<file path="src/sv/wfs_pkg.sv">
// ----------------------------------------------------------------------------
// wfs_pkg
// Shared widths, register codes, mode codes and helpers for the wall-following
// PD steering block.
// ----------------------------------------------------------------------------
package wfs_pkg;

  // field widths
  localparam int unsigned DIST_W  = 16;
  localparam int unsigned GAIN_W  = 12;
  localparam int unsigned BASE_W  = 11;
  localparam int unsigned SPEED_W = 12;
  localparam int unsigned MODE_W  = 2;
  localparam int unsigned PERR_W  = 17;
  localparam int unsigned DERR_W  = 18;
  localparam int unsigned ERR_W   = 32;
  localparam int unsigned CLMP_W  = 16;
  localparam int unsigned CIDX_W  = 3;
  localparam int unsigned CDAT_W  = 16;

  // configuration register indexes
  localparam logic [CIDX_W-1:0] CFG_WALL_SETPOINT = 3'd0;
  localparam logic [CIDX_W-1:0] CFG_WALL_CLIP     = 3'd1;
  localparam logic [CIDX_W-1:0] CFG_GAIN_P        = 3'd2;
  localparam logic [CIDX_W-1:0] CFG_GAIN_D        = 3'd3;
  localparam logic [CIDX_W-1:0] CFG_STOP_DISTANCE = 3'd4;
  localparam logic [CIDX_W-1:0] CFG_BASE_SPEED    = 3'd5;

  // configuration reset values
  localparam logic [DIST_W-1:0] RST_WALL_SETPOINT = 16'd192;
  localparam logic [DIST_W-1:0] RST_WALL_CLIP     = 16'd1120;
  localparam logic [GAIN_W-1:0] RST_GAIN_P        = 12'd256;
  localparam logic [GAIN_W-1:0] RST_GAIN_D        = 12'd169;
  localparam logic [DIST_W-1:0] RST_STOP_DISTANCE = 16'd128;
  localparam logic [BASE_W-1:0] RST_BASE_SPEED    = 11'd768;

  // drive mode codes
  localparam logic [MODE_W-1:0] MODE_REVERSE = 2'd0;
  localparam logic [MODE_W-1:0] MODE_TURN    = 2'd1;
  localparam logic [MODE_W-1:0] MODE_DAMPED  = 2'd2;
  localparam logic [MODE_W-1:0] MODE_FOLLOW  = 2'd3;

  // corner thresholds, Q12.4
  localparam logic [DIST_W-1:0] LEFT_NEAR     = 16'd480;
  localparam logic [DIST_W-1:0] FL_ENTRY      = 16'd224;
  localparam logic [DIST_W-1:0] FR_ENTRY      = 16'd288;
  localparam logic [DIST_W-1:0] FL_CONTINUE   = 16'd432;
  localparam logic [DIST_W-1:0] FR_CONTINUE   = 16'd576;

  // fixed wheel commands, Q8
  localparam logic signed [SPEED_W-1:0] SPEED_REVERSE    = -12'sd1536;
  localparam logic signed [SPEED_W-1:0] SPEED_TURN_LEFT  = 12'sd1536;
  localparam logic signed [SPEED_W-1:0] SPEED_TURN_RIGHT = -12'sd768;

  // steering clamps, Q.12
  localparam logic signed [ERR_W-1:0] ERR_LO_LEFT  = -32'sd12288;
  localparam logic signed [ERR_W-1:0] ERR_HI_LEFT  = 32'sd24576;
  localparam logic signed [ERR_W-1:0] ERR_LO_RIGHT = -32'sd24576;
  localparam logic signed [ERR_W-1:0] ERR_HI_RIGHT = 32'sd12288;

  // division by 104: offset keeps the dividend positive, 24700 = 104 * 237 + 52
  localparam logic signed [17:0] DIV_OFFSET  = 18'sd24700;
  localparam logic        [10:0] DIV_BIAS_Q  = 11'd237;
  localparam logic        [16:0] DIV13_RECIP = 17'd80660;

  typedef struct packed {
    logic [DIST_W-1:0] wall_setpoint;
    logic [DIST_W-1:0] wall_clip;
    logic [GAIN_W-1:0] gain_p;
    logic [GAIN_W-1:0] gain_d;
    logic [DIST_W-1:0] stop_distance;
    logic [BASE_W-1:0] base_speed;
  } cfg_t;

  typedef struct packed {
    logic signed [ERR_W-1:0] err;
    logic [MODE_W-1:0]       mode;
  } pd_word_t;

  // round(num / 104), half toward +infinity, for num within a steering clamp
  function automatic logic signed [SPEED_W-1:0] div104_round(
    input logic signed [CLMP_W-1:0] num
  );
    logic signed [17:0] ys;
    logic [13:0]        z;
    logic [30:0]        p;
    logic [10:0]        q;
    ys = 18'(num) + DIV_OFFSET;
    z  = ys[16:3];
    p  = 31'(z) * 31'(DIV13_RECIP);
    q  = p[30:20] - DIV_BIAS_Q;
    // quotient is signed after the bias comes off
    return signed'({q[10], q});
  endfunction

  // saturate a wheel sum to the speed range
  function automatic logic signed [SPEED_W-1:0] sat_speed(
    input logic signed [13:0] v
  );
    logic signed [SPEED_W-1:0] r;
    if (v > 14'sd2047) begin
      r = 12'sd2047;
    end else if (v < -14'sd2048) begin
      r = -12'sd2048;
    end else begin
      r = v[SPEED_W-1:0];
    end
    return r;
  endfunction

endpackage

</file>
<file path="src/sv/wfs_if.sv">
// ----------------------------------------------------------------------------
// wfs_if
// Valid/ready channels for sensor words and wheel command words.
// ----------------------------------------------------------------------------
interface wfs_in_if;
  import wfs_pkg::*;

  logic              valid;
  logic              ready;
  logic [DIST_W-1:0] left_dist;
  logic [DIST_W-1:0] front_left_dist;
  logic [DIST_W-1:0] front_right_dist;

  modport source (
    output valid, left_dist, front_left_dist, front_right_dist,
    input  ready
  );
  modport sink (
    input  valid, left_dist, front_left_dist, front_right_dist,
    output ready
  );
endinterface

interface wfs_out_if;
  import wfs_pkg::*;

  logic                      valid;
  logic                      ready;
  logic signed [SPEED_W-1:0] left_speed;
  logic signed [SPEED_W-1:0] right_speed;
  logic [MODE_W-1:0]         drive_mode;

  modport source (
    output valid, left_speed, right_speed, drive_mode,
    input  ready
  );
  modport sink (
    input  valid, left_speed, right_speed, drive_mode,
    output ready
  );
endinterface

</file>
<file path="src/sv/wfs_pd_stage.sv">
// ----------------------------------------------------------------------------
// wfs_pd_stage
// Input register, PD error, corner and reverse decisions, error and turn
// latch state.
// ----------------------------------------------------------------------------
module wfs_pd_stage (
  input  logic                clk_i,
  input  logic                rst_ni,
  input  wfs_pkg::cfg_t       cfg_i,
  wfs_in_if.sink              in_i,
  output wfs_pkg::pd_word_t   word_o,
  output logic                word_valid_o,
  input  logic                word_ready_i
);
  import wfs_pkg::*;

  logic                     a_valid_q;
  logic [DIST_W-1:0]        left_q, fl_q, fr_q;
  logic signed [PERR_W-1:0] prev_q;
  logic                     latch_q, latch_d;

  logic [DIST_W-1:0]        lw;
  logic signed [PERR_W-1:0] perror;
  logic signed [DERR_W-1:0] derror;
  logic signed [29:0]       prod_p;
  logic signed [30:0]       prod_d;
  logic                     rev, entry, cont, turn, has_result;
  logic                     a_leave, in_acc;

  // handshake
  assign a_leave    = a_valid_q && (!has_result || word_ready_i);
  assign in_i.ready = !a_valid_q || a_leave;
  assign in_acc     = in_i.valid && in_i.ready;

  // clipped left distance and PD error
  assign lw     = (left_q > cfg_i.wall_clip) ? cfg_i.wall_clip : left_q;
  assign perror = signed'({1'b0, lw}) - signed'({1'b0, cfg_i.wall_setpoint});
  assign derror = DERR_W'(perror) - DERR_W'(prev_q);
  assign prod_p = signed'({1'b0, cfg_i.gain_p}) * perror;
  assign prod_d = signed'({1'b0, cfg_i.gain_d}) * derror;

  // reverse and corner tests
  assign rev   = (fl_q < cfg_i.stop_distance) || (fr_q < cfg_i.stop_distance);
  assign entry = (fl_q < FL_ENTRY) && (lw < LEFT_NEAR)
              && ((fr_q < FR_ENTRY) || ({2'b00, fr_q} > {fl_q, 2'b00}));
  assign cont  = (fl_q < FL_CONTINUE) && (lw < LEFT_NEAR)
              && ((fr_q < FR_CONTINUE) || ({1'b0, fr_q} > {fl_q, 1'b0}));
  assign turn  = entry || latch_q;
  assign has_result = rev || !turn || cont;

  // word to the drive stage
  always_comb begin
    word_o.err = ERR_W'(prod_p) - ERR_W'(prod_d);
    priority if (rev) begin
      word_o.mode = MODE_REVERSE;
    end else if (turn) begin
      word_o.mode = MODE_TURN;
    end else if (derror > 18'sd0) begin
      word_o.mode = MODE_DAMPED;
    end else begin
      word_o.mode = MODE_FOLLOW;
    end
  end
  assign word_valid_o = a_valid_q && has_result;

  // turn latch update
  always_comb begin
    latch_d = latch_q;
    if (!rev && turn) begin
      latch_d = cont;
    end
  end

  // control and state
  always_ff @(posedge clk_i or negedge rst_ni) begin
    if (!rst_ni) begin
      a_valid_q <= 1'b0;
      prev_q    <= '0;
      latch_q   <= 1'b0;
    end else begin
      if (in_acc) begin
        a_valid_q <= 1'b1;
      end else if (a_leave) begin
        a_valid_q <= 1'b0;
      end
      if (a_leave) begin
        prev_q  <= perror;
        latch_q <= latch_d;
      end
    end
  end

  // input register
  always_ff @(posedge clk_i) begin
    if (in_acc) begin
      left_q <= in_i.left_dist;
      fl_q   <= in_i.front_left_dist;
      fr_q   <= in_i.front_right_dist;
    end
  end

endmodule

</file>
<file path="src/sv/wfs_drive_stage.sv">
// ----------------------------------------------------------------------------
// wfs_drive_stage
// Error register, per-wheel clamp, scaling and rounding, cruise offset and
// saturation, output register.
// ----------------------------------------------------------------------------
module wfs_drive_stage (
  input  logic                clk_i,
  input  logic                rst_ni,
  input  logic [wfs_pkg::BASE_W-1:0] base_speed_i,
  input  wfs_pkg::pd_word_t   word_i,
  input  logic                word_valid_i,
  output logic                word_ready_o,
  wfs_out_if.source           out_o
);
  import wfs_pkg::*;

  logic                      b_valid_q;
  pd_word_t                  b_word_q;
  logic                      out_valid_q;
  logic signed [SPEED_W-1:0] ls_q, rs_q;
  logic [MODE_W-1:0]         mode_q;

  logic                      adv_out;
  logic signed [CLMP_W-1:0]  lc, rc;
  logic signed [16:0]        lt, rt, rt_up;
  logic signed [SPEED_W-1:0] l8, r8, ls_d, rs_d;
  logic signed [13:0]        base_s;

  // handshake
  assign adv_out      = !out_valid_q || out_o.ready;
  assign word_ready_o = !b_valid_q || adv_out;

  // per-wheel clamp
  always_comb begin
    if (b_word_q.err < ERR_LO_LEFT) begin
      lc = CLMP_W'(ERR_LO_LEFT);
    end else if (b_word_q.err > ERR_HI_LEFT) begin
      lc = CLMP_W'(ERR_HI_LEFT);
    end else begin
      lc = CLMP_W'(b_word_q.err);
    end
    if (b_word_q.err < ERR_LO_RIGHT) begin
      rc = CLMP_W'(ERR_LO_RIGHT);
    end else if (b_word_q.err > ERR_HI_RIGHT) begin
      rc = CLMP_W'(ERR_HI_RIGHT);
    end else begin
      rc = CLMP_W'(b_word_q.err);
    end
  end

  // scale to Q8 with rounding, damped path divides by 6.5 as well
  assign lt     = 17'(lc) + 17'sd8;
  assign rt     = 17'(rc) + 17'sd8;
  assign rt_up  = rt + 17'sd15;
  assign base_s = signed'({3'b000, base_speed_i});

  // below -4.0, i.e. -1024 in Q8, the right wheel quotient rounds toward zero
  always_comb begin
    if (b_word_q.mode == MODE_DAMPED) begin
      l8 = div104_round(lc);
      r8 = div104_round(rc);
    end else begin
      l8 = lt[15:4];
      r8 = (rt < -17'sd16384) ? rt_up[15:4] : rt[15:4];
    end
  end

  // wheel commands by mode
  always_comb begin
    unique case (b_word_q.mode)
      MODE_REVERSE: begin
        ls_d = SPEED_REVERSE;
        rs_d = SPEED_REVERSE;
      end
      MODE_TURN: begin
        ls_d = SPEED_TURN_LEFT;
        rs_d = SPEED_TURN_RIGHT;
      end
      default: begin
        ls_d = sat_speed(base_s - 14'(l8));
        rs_d = sat_speed(base_s + 14'(r8));
      end
    endcase
  end

  // control
  always_ff @(posedge clk_i or negedge rst_ni) begin
    if (!rst_ni) begin
      b_valid_q   <= 1'b0;
      out_valid_q <= 1'b0;
    end else begin
      if (word_valid_i && word_ready_o) begin
        b_valid_q <= 1'b1;
      end else if (adv_out) begin
        b_valid_q <= 1'b0;
      end
      if (adv_out) begin
        out_valid_q <= b_valid_q;
      end
    end
  end

  // payload registers
  always_ff @(posedge clk_i) begin
    if (word_valid_i && word_ready_o) begin
      b_word_q <= word_i;
    end
    if (adv_out && b_valid_q) begin
      ls_q   <= ls_d;
      rs_q   <= rs_d;
      mode_q <= b_word_q.mode;
    end
  end

  assign out_o.valid       = out_valid_q;
  assign out_o.left_speed  = ls_q;
  assign out_o.right_speed = rs_q;
  assign out_o.drive_mode  = mode_q;

endmodule

</file>
<file path="src/sv/wall_follow_pd_steering.sv">
// ----------------------------------------------------------------------------
// wall_follow_pd_steering
// Wall-following PD steering: sensor words in, wheel command words out.
// ----------------------------------------------------------------------------
// Takes one sensor word per clock while the output accepts commands, and
// presents its wheel command on the output after the input register, error
// register and output register;
// a word that ends a right turn gives no command and is dropped in the first
// stage. Throughput is one word per cycle while the output is not stalled,
// set by the first stage, which holds the previous error and the turn latch
// and updates them as each word leaves it. Write the configuration registers
// only while no word is in flight; indexes past the last register are ignored.
module wall_follow_pd_steering (
  input  logic                       clk_i,
  input  logic                       rst_ni,
  input  logic                       cfg_we_i,
  input  logic [wfs_pkg::CIDX_W-1:0] cfg_index_i,
  input  logic [wfs_pkg::CDAT_W-1:0] cfg_data_i,
  wfs_in_if.sink                     in_i,
  wfs_out_if.source                  out_o
);
  import wfs_pkg::*;

  cfg_t     cfg_q;
  pd_word_t word;
  logic     word_valid, word_ready;

  // configuration registers
  always_ff @(posedge clk_i or negedge rst_ni) begin
    if (!rst_ni) begin
      cfg_q.wall_setpoint <= RST_WALL_SETPOINT;
      cfg_q.wall_clip     <= RST_WALL_CLIP;
      cfg_q.gain_p        <= RST_GAIN_P;
      cfg_q.gain_d        <= RST_GAIN_D;
      cfg_q.stop_distance <= RST_STOP_DISTANCE;
      cfg_q.base_speed    <= RST_BASE_SPEED;
    end else if (cfg_we_i) begin
      unique case (cfg_index_i)
        CFG_WALL_SETPOINT: cfg_q.wall_setpoint <= cfg_data_i;
        CFG_WALL_CLIP:     cfg_q.wall_clip     <= cfg_data_i;
        CFG_GAIN_P:        cfg_q.gain_p        <= cfg_data_i[GAIN_W-1:0];
        CFG_GAIN_D:        cfg_q.gain_d        <= cfg_data_i[GAIN_W-1:0];
        CFG_STOP_DISTANCE: cfg_q.stop_distance <= cfg_data_i;
        CFG_BASE_SPEED:    cfg_q.base_speed    <= cfg_data_i[BASE_W-1:0];
        default: ;
      endcase
    end
  end

  // error and decision stage
  wfs_pd_stage u_pd_stage (
    .clk_i        (clk_i),
    .rst_ni       (rst_ni),
    .cfg_i        (cfg_q),
    .in_i         (in_i),
    .word_o       (word),
    .word_valid_o (word_valid),
    .word_ready_i (word_ready)
  );

  // wheel command stage
  wfs_drive_stage u_drive_stage (
    .clk_i        (clk_i),
    .rst_ni       (rst_ni),
    .base_speed_i (cfg_q.base_speed),
    .word_i       (word),
    .word_valid_i (word_valid),
    .word_ready_o (word_ready),
    .out_o        (out_o)
  );

endmodule
</file>
<file path="src/flat_wrapper.sv">
// flat-port wrapper written by rule: the top's interface ports become plain ports
module wall_follow_pd_steering_flat import wfs_pkg::*;
  (clk_i, rst_ni, cfg_we_i, cfg_index_i, cfg_data_i, in_i_valid, in_i_left_dist, in_i_front_left_dist, in_i_front_right_dist, in_i_ready, out_o_valid, out_o_left_speed, out_o_right_speed, out_o_drive_mode, out_o_ready);
  wfs_in_if in_i_i ();
  wfs_out_if out_o_i ();
  input  logic clk_i;
  input  logic rst_ni;
  input  logic cfg_we_i;
  input  logic [wfs_pkg::CIDX_W-1:0] cfg_index_i;
  input  logic [wfs_pkg::CDAT_W-1:0] cfg_data_i;
  input wire logic [$bits(in_i_i.valid)-1:0] in_i_valid;
  input wire logic [$bits(in_i_i.left_dist)-1:0] in_i_left_dist;
  input wire logic [$bits(in_i_i.front_left_dist)-1:0] in_i_front_left_dist;
  input wire logic [$bits(in_i_i.front_right_dist)-1:0] in_i_front_right_dist;
  output wire logic [$bits(in_i_i.ready)-1:0] in_i_ready;
  output wire logic [$bits(out_o_i.valid)-1:0] out_o_valid;
  output wire logic [$bits(out_o_i.left_speed)-1:0] out_o_left_speed;
  output wire logic [$bits(out_o_i.right_speed)-1:0] out_o_right_speed;
  output wire logic [$bits(out_o_i.drive_mode)-1:0] out_o_drive_mode;
  input wire logic [$bits(out_o_i.ready)-1:0] out_o_ready;
  assign in_i_i.valid = in_i_valid;
  assign in_i_i.left_dist = in_i_left_dist;
  assign in_i_i.front_left_dist = in_i_front_left_dist;
  assign in_i_i.front_right_dist = in_i_front_right_dist;
  assign in_i_ready = in_i_i.ready;
  assign out_o_valid = out_o_i.valid;
  assign out_o_left_speed = out_o_i.left_speed;
  assign out_o_right_speed = out_o_i.right_speed;
  assign out_o_drive_mode = out_o_i.drive_mode;
  assign out_o_i.ready = out_o_ready;
  wall_follow_pd_steering u_core (.clk_i(clk_i), .rst_ni(rst_ni), .cfg_we_i(cfg_we_i), .cfg_index_i(cfg_index_i), .cfg_data_i(cfg_data_i), .in_i(in_i_i), .out_o(out_o_i));
endmodule
</file>
<file path="config.mk">
export PLATFORM = sky130hd
export DESIGN_NAME = wall_follow_pd_steering_flat
export DESIGN_NICKNAME = d
export VERILOG_FILES = /design/src/sv/wfs_pkg.sv /design/src/sv/wfs_if.sv /design/src/sv/wfs_pd_stage.sv /design/src/sv/wfs_drive_stage.sv /design/src/sv/wall_follow_pd_steering.sv /design/src/flat_wrapper.sv
export SDC_FILE = /design/constraint.sdc
export NUM_CORES = 2
export LEC_CHECK = 0
export BUFFER_PORTS_ARGS = -buffer_cell sky130_fd_sc_hd__buf_2
export CAP_MARGIN = 20
export CORE_MARGIN = 2
export CORE_UTILIZATION = 40
export CTS_CLUSTER_SIZE = 24
export DETAILED_ROUTE_END_ITERATION = 10
export GPL_ROUTABILITY_DRIVEN = 0
export PLACE_DENSITY = 0.58
export SLEW_MARGIN = 5
export SYNTH_ARGS = -nofsm -noshare
export SYNTH_HDL_FRONTEND = slang
export SYNTH_SLANG_ARGS = --single-unit
</file>
<file path="constraint.sdc">
create_clock -name clk_i -period 12.55 [get_ports clk_i]
set_input_delay 0 -clock clk_i [delete_from_list [all_inputs] [get_ports clk_i]]
set_output_delay 0 -clock clk_i [all_outputs]
set_load 0.01 [all_outputs]
</file>
==> results.json <==
{
  "drt_pre_antenna_iters": 5,
  "core-area_um2": 89870,
  "drtIter0Drc": 1322,
  "ys_warn_count": 0,
  "synthDistinctLibCells": 89,
  "criticalPathCategory": "register to register",
  "synth_cells": 3771,
  "synth_compound_area_share_pct": 8.582,
  "cpPeakStageDelay_ns": 0.55,
  "mostFrequentLayoutCells": "774 x inv_1, 569 x fa_1, 459 x ha_1, 407 x nand2_1, 192 x buf_4",
  "cap_violations": 0,
  "drive_gt1_share_pct": 13.44,
  "syn_area_per_cell_um2": 9.596,
  "cts_root_buffer": "clkbuf_16",
  "yosys.area_share.simple_pct": 12.21,
  "first_global_vias": 27466,
  "timing.rr.end": "u_core.u_drive_stage.b_word_q[33]$_DFFE_PP_",
  "endpoint_kind": "register",
  "nNetsFinal": 5157,
  "hold_path_depth": 3,
  "synth_edf_count": 108,
  "critPathTopFamily": "compound AO/OA/AOI/OAI gates",
  "synth_top_family_by_area": "adder cells",
  "fp.dieW_um": 304.8,
  "fin_setup_tns_ns": 0,
  "cts_tree": "yes",
  "clock-skew-final_ns": 0.01535,
  "io_buffers": 99,
  "cp.required_ns": 12.86,
  "track_usage_pct": 19.66,
  "yosysTopAreaCell": "fa_1",
  "antenna_left": 0,
  "cp.depth": 60,
  "path_max_fanout": 5,
  "initial_utilization_pct": 40.26,
  "whs_ns": 0.02789,
  "dp_slack_ns": -0.3179,
  "synth_xor_area_share_pct": 3.306,
  "clockBufferDepth": 3,
  "rows": 110,
  "synth_async_sr_flop_share_pct": 49.06,
  "netlist_area_um2": 36190,
  "drv_slew": 0,
  "mostFrequentLayoutCell": "inv_1",
  "hold_viol": 0,
  "clkTransAtPathRegs_ns": 0.07,
  "rsz0062_at_grt": "true",
  "wl_mm": 88.88,
  "rrSetupSlack_ns": 0.47,
  "max_freq_mhz": 82.81,
  "synthTopCellsByArea": "fa_1 32%, ha_1 16%, edfxtp_1 9.0%",
  "setup_viol": 0,
  "die_area_um2": 92890,
  "hpwl_mm": 74.82,
  "synth_fa_ha_area_share_pct": 47.92,
  "outcome": "finished clean",
  "antenna_found_initial": 2,
  "cpMostUsedCell": "o21a_1",
  "critPathBufInv": 7,
  "gr-total-overflow": 0,
  "cts_made_buffers": 25,
  "r2r_cells": 60,
  "min_period_ns": 12.08,
  "min-delay-start": "cfg_index_i[2]",
  "num_vias": 25996,
  "relSlewSlack_pct": 26.59,
  "yosysTopAreaCellShare_pct": 31.53,
  "synth.area.mux_share_pct": 2.299,
  "min_path_type": "input port to register",
  "wl_per_cell_um": 16.97,
  "cts.sinks": 212,
  "cp_slowest_cell": "fa_1",
  "drc": 0,
  "grt_max_degree": 62,
  "worst_slew_pin_slew_ns": 1.097,
  "ys_ff_latch": 212,
  "arrival_ns": 12.39,
  "critPathLaunchType": "register",
  "synth-main-ff-cell": "edfxtp_1",
  "htreeDepth": 1,
  "viasPerCell": 4.963,
  "grt_pass1_wl_mm": 147.5,
  "rr_startpoint": "u_core.cfg_q[52]$_DFFE_PN0P_",
  "setup_ws_ns": 0.4742,
  "clk_latency_ns": 0.57,
  "synth-seq-area-share_pct": 16.20,
  "area_delta_synth_final_pct": 14.03,
  "die_y_um": 304.8,
  "fin_crit_sh_pct": 96.22,
  "ios": 100,
  "worstHoldEndpoint": "u_core.cfg_q[41]$_DFFE_PN0P_"
}
final cells by class:
| cell class | instances | area, um^2 |
|---|---|---|
| repair buffers | 363 | 2688 |
| fillers | 8549 | 48610 |
| diodes | 1 | 2.502 |
| inverters | 781 | 2932 |
| flip-flops and latches | 212 | 5862 |
| multi-input cells | 2659 | 27450 |
| clock buffers | 36 | 753.2 |
| clock inverters | 10 | 105.1 |
| well taps | 1176 | 1471 |
how the worst max path moves through the flow:
stage                                                      from                                     endpoint  slack (ns)
after global placement    u_core.u_pd_stage.left_q[1]$_DFFE_PP_  u_core.u_drive_stage.b_word_q[33]$_DFFE_PP_       -0.17
after detailed placement  u_core.u_pd_stage.left_q[1]$_DFFE_PP_  u_core.u_drive_stage.b_word_q[33]$_DFFE_PP_       -0.32
after global routing               u_core.cfg_q[52]$_DFFE_PN0P_  u_core.u_drive_stage.b_word_q[33]$_DFFE_PP_       -0.09
after CTS                 u_core.u_pd_stage.left_q[1]$_DFFE_PP_  u_core.u_drive_stage.b_word_q[33]$_DFFE_PP_        0.01
final                              u_core.cfg_q[52]$_DFFE_PN0P_  u_core.u_drive_stage.b_word_q[33]$_DFFE_PP_        0.47
after floorplan           u_core.u_pd_stage.left_q[1]$_DFFE_PP_  u_core.u_drive_stage.b_word_q[33]$_DFFE_PP_        0.02
routing by layer:
layer | track usage [%] | share of wire [%]
met1 | 27.79 | 47
met2 | 32.96 | 47
met3 | 1.871 | 3.7
met4 | 3.868 | 1.9
met5 | 0 | 0
Yosys cell counts, drive strengths merged, types with 28 or more instances:
| master | n |
|---|---|
| a21boi | 30 |
| dfrtp | 91 |
| a21oi | 88 |
| o21ai | 118 |
| nand2b | 33 |
| nor2b | 61 |
| inv | 780 |
| mux2 | 70 |
| xnor2 | 79 |
| and2 | 129 |
| xor2 | 55 |
| ha | 473 |
| o21a | 36 |
| clkbuf | 118 |
| fa | 570 |
| nand3 | 39 |
| nor3 | 36 |
| nand4 | 28 |
| a21o | 78 |
| edfxtp | 108 |
| nor2 | 128 |
| nand2 | 411 |
sequential cells by signal (all words and copies together) (netlist names):
signal                                  count
u_core.cfg_q                               83
u_core.u_drive_stage.b_word_q              34
u_core.u_pd_stage.prev_q                   17
u_core.u_pd_stage.fl_q                     16
u_core.u_pd_stage.fr_q                     16
u_core.u_pd_stage.left_q                   16
u_core.u_drive_stage.out_o.left_speed      12
u_core.u_drive_stage.out_o.right_speed     12
u_core.u_drive_stage.out_o.drive_mode       2
u_core.u_drive_stage.b_valid_q              1
u_core.u_drive_stage.out_o.valid            1
u_core.u_pd_stage.a_valid_q                 1
u_core.u_pd_stage.latch_q                   1
metrics by stage:
stage,utilization [%],cells,cell area (um^2)
2_1_floorplan,-,3779,36260
3_3_place_gp,43.50,5104,39100
3_5_place_dp,43.50,5104,39100
4_1_cts,45.22,5217,40650
5_1_grt,45.91,5238,41260
6_report,45.91,5238,41260
timing repair:
action / CTS / global route
buffers inserted: 0 / 21
hold buffers: 67 / 0
pin swaps: 1 / 95
cloned: 0 / 0
hold endpoints to repair: 193 / 0
gates resized for setup: 19 / 133
endpoints found under the setup margin: 5 / 22
cells by family (layout without fill, tap and decap cells):
kind of cell,Yosys count,count (layout)
adders and majority gates,1044,1044
and+or+nand+nor,927,927
AOI/OAI and AO/OA,469,469
DFF,212,212
other,2,11
muxes,74,74
xor gates and xnor gates,135,135
buffers and inverters,908,1190
worst register-to-register path: cells and delay by family, from the launching register on:
| kind | cells | cell delay [ns] |
|---|---|---|
| AO/OA/AOI/OAI | 32 | 4.70 |
| adder cells (fa/ha/maj) | 11 | 4.38 |
| AND/OR/NAND/NOR | 7 | 1.03 |
| buffers and inverters | 7 | 0.73 |
| flip-flops | 1 | 0.37 |
| multiplexers | 1 | 0.34 |
| XOR/XNOR | 2 | 0.31 |
Power is not shown: default switching activity piles up to over one toggle a cycle in this logic, so the estimate is an artifact.
